==> config.mk <==
export PLATFORM = sky130hd
export DESIGN_NAME = fcm_mac
export DESIGN_NICKNAME = d
export VERILOG_FILES = /design/src/rtl/fcm_pkg.sv /design/src/rtl/fcm_mac.sv
export SDC_FILE = /design/constraint.sdc
export NUM_CORES = 2
export LEC_CHECK = 0
export BUFFER_PORTS_ARGS = -buffer_cell sky130_fd_sc_hd__buf_2
export CAP_MARGIN = 20
export CORE_MARGIN = 4
export CORE_UTILIZATION = 35
export CTS_BUF_LIST = sky130_fd_sc_hd__clkbuf_2
export DETAILED_ROUTE_END_ITERATION = 16
export HOLD_SLACK_MARGIN = 0.1
export PLACE_DENSITY_LB_ADDON = 0.08
export SLEW_MARGIN = 10
export SYNTH_ARGS = -nofsm -noshare
export SYNTH_HDL_FRONTEND = slang
export SYNTH_SLANG_ARGS = --single-unit
==> constraint.sdc <==
create_clock -name i_clk -period 14.85 [get_ports i_clk]
set_input_delay 2.2275 -clock i_clk [delete_from_list [all_inputs] [get_ports i_clk]]
set_output_delay 2.2275 -clock i_clk [all_outputs]
set_load 0.03 [all_outputs]
==> src/rtl/fcm_pkg.sv <==
package fcm_pkg;

    // Table depth and derived widths.
    localparam int MAX_TAPS  = 256;
    localparam int ADDR_W    = (MAX_TAPS > 1) ? $clog2(MAX_TAPS) : 1;
    localparam int CNT_W     = $clog2(MAX_TAPS + 1);

    // Fixed field widths.
    localparam int DATA_W    = 32;
    localparam int ACC_W     = 64;
    localparam int IDX_W     = 8;
    localparam int TAPCNT_W  = 9;
    localparam int OUT_SHIFT = 16;

    // Item kinds carried in tuser.
    localparam logic CMD_LOAD   = 1'b0;
    localparam logic CMD_SAMPLE = 1'b1;

    // Control from the sequencer to the multiply-accumulate unit.
    typedef struct packed {
        logic clear;
        logic valid;
    } t_mac_ctrl;

endpackage

==> src/rtl/fcm_mac.sv <==
module fcm_mac (
    input  logic                                i_clk,
    input  logic                                i_rst_n,
    input  fcm_pkg::t_mac_ctrl                  i_ctrl,
    input  logic signed [fcm_pkg::DATA_W-1:0]   i_coef,
    input  logic signed [fcm_pkg::DATA_W-1:0]   i_hist,
    output logic                                o_busy,
    output logic [fcm_pkg::ACC_W-1:0]           o_acc
);

    logic signed [fcm_pkg::ACC_W-1:0] w_prod;
    logic        [fcm_pkg::ACC_W-1:0] r_prod;
    logic                             r_prod_vld;
    logic        [fcm_pkg::ACC_W-1:0] r_acc;

    // Both operands are signed, so they sign-extend to the full product width.
    assign w_prod = i_coef * i_hist;

    always_ff @(posedge i_clk) begin
        r_prod <= w_prod;
    end

    always_ff @(posedge i_clk) begin
        if (!i_rst_n) begin
            r_prod_vld <= 1'b0;
            r_acc      <= '0;
        end else begin
            r_prod_vld <= i_ctrl.valid;
            if (i_ctrl.clear) begin
                r_acc <= '0;
            end else if (r_prod_vld) begin
                r_acc <= r_acc + r_prod;
            end
        end
    end

    assign o_busy = r_prod_vld;
    assign o_acc  = r_acc;

endmodule

## Yosys cells after proc, flatten, opt, wreduce, memory -nomap -nowiden

Cells that the tools add are included.

| word-level totals | value |
|---|---|
| register bits | 129 |
| latch bits | 0 |
| bits in writable memories | 0 |
| bits in read-only memories | 0 |
| input port bits | 68 |
| output and inout bits | 65 |
| word-level logic and storage cells | 7 |
| memories | 0 |

| cells by class | value |
|---|---|
| add/sub/neg operators | 1 |
| $mul | 1 |
| div/mod/pow operators | 0 |
| order comparisons | 0 |
| equal/unequal tests | 0 |
| shift-type cells | 0 |
| mux-type cells | 0 |
| bitwise gates (word level) | 1 |
| reduce and logical (&&, ||, !) cells | 1 |

Operators with widths:

| cell | count |
|---|---|
| 64-bit adder | 1 |
| 32-bit by 32-bit multiplier with 64-bit output | 1 |
| 2-bit OR reduction | 1 |
| 1-bit inverter | 1 |

## Longest topological paths before layout

| depth | value |
|---|---|
| depth after elaboration | 2 |
| gate-level depth with buffers | 29 |
| gate-level depth less buffers | 27 |

## Worst setup path before layout

Ideal clock, no wire load.

| timing path | value |
|---|---|
| kind | input to register |
| start point | input port i_hist[2] (netlist name) |
| end point | register r_prod[62] (netlist name) |
| library setup time | 0.127 ns |
| data arrival time | 9.280 ns |
| required time | 14.723 ns |
| slack | 5.443 ns |
| cell stages on the path | 24 |
| buffers on the path | 2 |
| cell sequence | clkbuf_1 nand2_1 inv_1 fa_1 fa_1 fa_1 fa_1 inv_1 fa_1 inv_1 fa_1 inv_1 fa_1 inv_1 fa_1 ha_1 clkbuf_1 and3_1 and3_1 and3_1 a41o_1 a211oi_1 o21ai_0 xor2_1 |

| between the ends | value |
|---|---|
| cells in the longest elaborated chain, start to end | 1 |

Ends and longest elaborated chain:

| element | RTL line | RTL |
|---|---|---|
| start: declaration | fcm_mac.sv:6 | `input logic signed [fcm_pkg::DATA_W-1:0] i_hist,` |
| 32-bit by 32-bit multiplier with 64-bit output | fcm_mac.sv:17 | `assign w_prod = i_coef * i_hist;` |
| net w_prod, one bit | fcm_mac.sv:11 | `logic signed [fcm_pkg::ACC_W-1:0] w_prod;` |
| end signal: assignment | fcm_mac.sv:20 | `r_prod <= w_prod;` |
| end: declaration | fcm_mac.sv:12 | `logic [fcm_pkg::ACC_W-1:0] r_prod;` |

The timed path passes the listed nets, and every way through them passes these cells.
A chain may end at the register's enable or synchronous reset.

## Worst setup path in the final report

Ends and elaborated chain as after synthesis.

==> results.toml <==
[synth]
syn-num-nets = 6091
synth-seq-cells = 129
synth_area_um2 = 43400
netlist_instances = 4693
syn_avg_cell_area_um2 = 9.24
yosysWarnings = 0
synth_edf_count = 0
synthFlopType = "dfxtp_1"
synth_cell_types = 85
async_reset_ff_share_pct = 0
yosysSeqAreaShare_pct = 5.95

[clock_tree]
post_cts_buffers = 0
cts.reportedPaths.clkPinSlew_ns = 0.22
htree_levels = 4
cts_hold_buf = 0
post_cts_resized = 0
cts_made_buffers = 17
clock_latency_ns = 0.78
clock-root-buffer = "clkbuf_2"
cts_tree = "done"
clkSinkCount = 129
clockBufferDepth = 2

[sta]
fin_worst_skew_ns = 0.0365
fmax_ghz = 0.103
post-route-period-util_pct = 65.7
setup_violations = 0
finalCriticalPeriod_ns = 9.75
max_slew_margin_pct = 26.7
drv_slew = 0
rsz0062_at_grt = "no"
tns_ns = 0
worst-slew-pin-transition_ns = 1.10
hold_viol_final = 0

[cells_and_area]
mostFrequentLayoutCell = "fa_1"
syn2layout_area_growth_pct = 5.23
final_core_util_pct = 37.3
fin_area_um2 = 45600
final_cells = 6281
most-common-layout-cells = "fa_1, inv_1, nand2_1"
fin_nets = 6034
drive_gt1_share_pct = 5.10

[placed_design]
place_congestion = 0.823
hpwl_um = 106000
io_buffers = 132
place_area_um2 = 45400
dp_cells = 6242

[setup_path]
critPathTopFamily = "adder cells"
cpMostUsedCell = "fa_1"
worstPathArrival_ns = 10.43
path_cells = "buf_2, nand2_1, inv_1, fa_1, fa_1, fa_1, fa_1, inv_1, fa_1, inv_1, fa_1, fa_1, fa_1, ha_1, a21oi_1, o21bai_1, a21o_1, a21oi_1, o21ai_0, o2bb2ai_1, a211oi_1, o21ai_0, xor2_1"
startpoint_type = "input port"
crit_path_end_kind = "flop"
crit_buf_inv = 4
worstPathMaxFanout = 32
slowest_stage = "fa_1"
max_stage_delay_ns = 0.99
path_class = "in2reg"
worstPathRequired_ns = 15.53

[floorplan]
initial_core_util_pct = 35.4
dieHeight_um = 360
die_w_um = 360
core-area_um2 = 122000
die_area_um2 = 130000
ios = 133
num_rows = 128

[route]
ant_nets = 0
wl_um = 129000
vias = 30600
vias_per_cell = 4.86
wl_per_cell_um = 20.6
dr.pass1.iters = 5
drc_errors = 0
drtIter0Drc = 1488

[grt]
grt_max_degree = 56
grt_pass1_wl_um = 204000
track_usage_pct = 20.3
grt_pass1_vias = 33800
grt_overflow = 0
antenna_found_initial = 16

[status]
outcome = "finished, final reports clean"

[flow_run]
cap_viol_max_count = 0

[worst_hold_path]
hold_path_class = "reg2reg"
cells by family after synthesis:
| logic type | share of synthesized area, % |
|---|---|
| AND/OR/NAND/NOR | 16.1 |
| multiplexers | 0.791 |
| flip-flops | 5.95 |
| AO/OA/AOI/OAI | 7.03 |
| buffers and inverters | 10.6 |
| XOR/XNOR | 2.36 |
| adder cells (fa/ha/maj) | 57.1 |
flip-flops by register name, summed over array words and instances (netlist names):
register and cells:
o_acc 64, o_busy 1, r_prod 64
worst min-delay path: stages (launching register included):
cell,delay [ns]
dfxtp_1,0.38
nand2_1,0.07
a21oi_1,0.05
synth_stat cells (32+ instances only):
cell type	count	area (µm²)
nand3_1	44	220
xor2_1	37	324
nand2_1	572	2150
dfxtp_1	129	2580
xnor2_1	80	701
mux2i_1	32	320
inv_1	982	3690
fa_1	1083	21700
a21o_1	64	480
ha_1	247	3090
a21oi_1	131	656
clkbuf_1	225	845
o21ai_0	83	415
nor2_1	134	503
and2_1	518	3240
path summary, 6_finish.rpt:
path / slack (ns) / startpoint / endpoint / depth (start not counted)
min: 0.51 / o_acc[27]$_SDFFE_PP0P_ / o_acc[27]$_SDFFE_PP0P_ / 2
max: 5.10 / i_hist[2] / r_prod[62]$_DFF_P_ / 23
min reg2reg: 0.51 / o_acc[27]$_SDFFE_PP0P_ / o_acc[27]$_SDFFE_PP0P_ / 2
max reg2reg: 10.95 / r_prod[0]$_DFF_P_ / o_acc[56]$_SDFFE_PP0P_ / 13
layout make-up:
type	instances	area [µm²]
well taps	1625	2030
clock inverters	15	149
flip-flops and latches	129	2580
clock buffers	17	85.1
repair buffers	162	886
inverters	984	3690
diodes	7	17.5
fillers	12800	76700
multi-input cells	3342	36200
metal layers:
metal	part of all wire (%)	vias to the layer above	global-route usage, %
li1	-	13900	-
met1	42	16100	26.3
met2	53	446	37.1
met3	2.8	116	1.66
met4	2.5	4	4.49
met5	0.018	-	0
metrics by stage:
step | hold slack [ns] | worst slack (ns)
CTS | 0.512 | 5.26
floorplan | 0.551 | 5.44
finish | 0.506 | 5.10
global placement | 0.484 | 4.40
global route | 0.561 | 4.85
detailed placement | 0.487 | 4.30
Power is left out: the tool's default activity adds up to more than one toggle a clock period on the data nets, which glitch-free logic cannot reach.
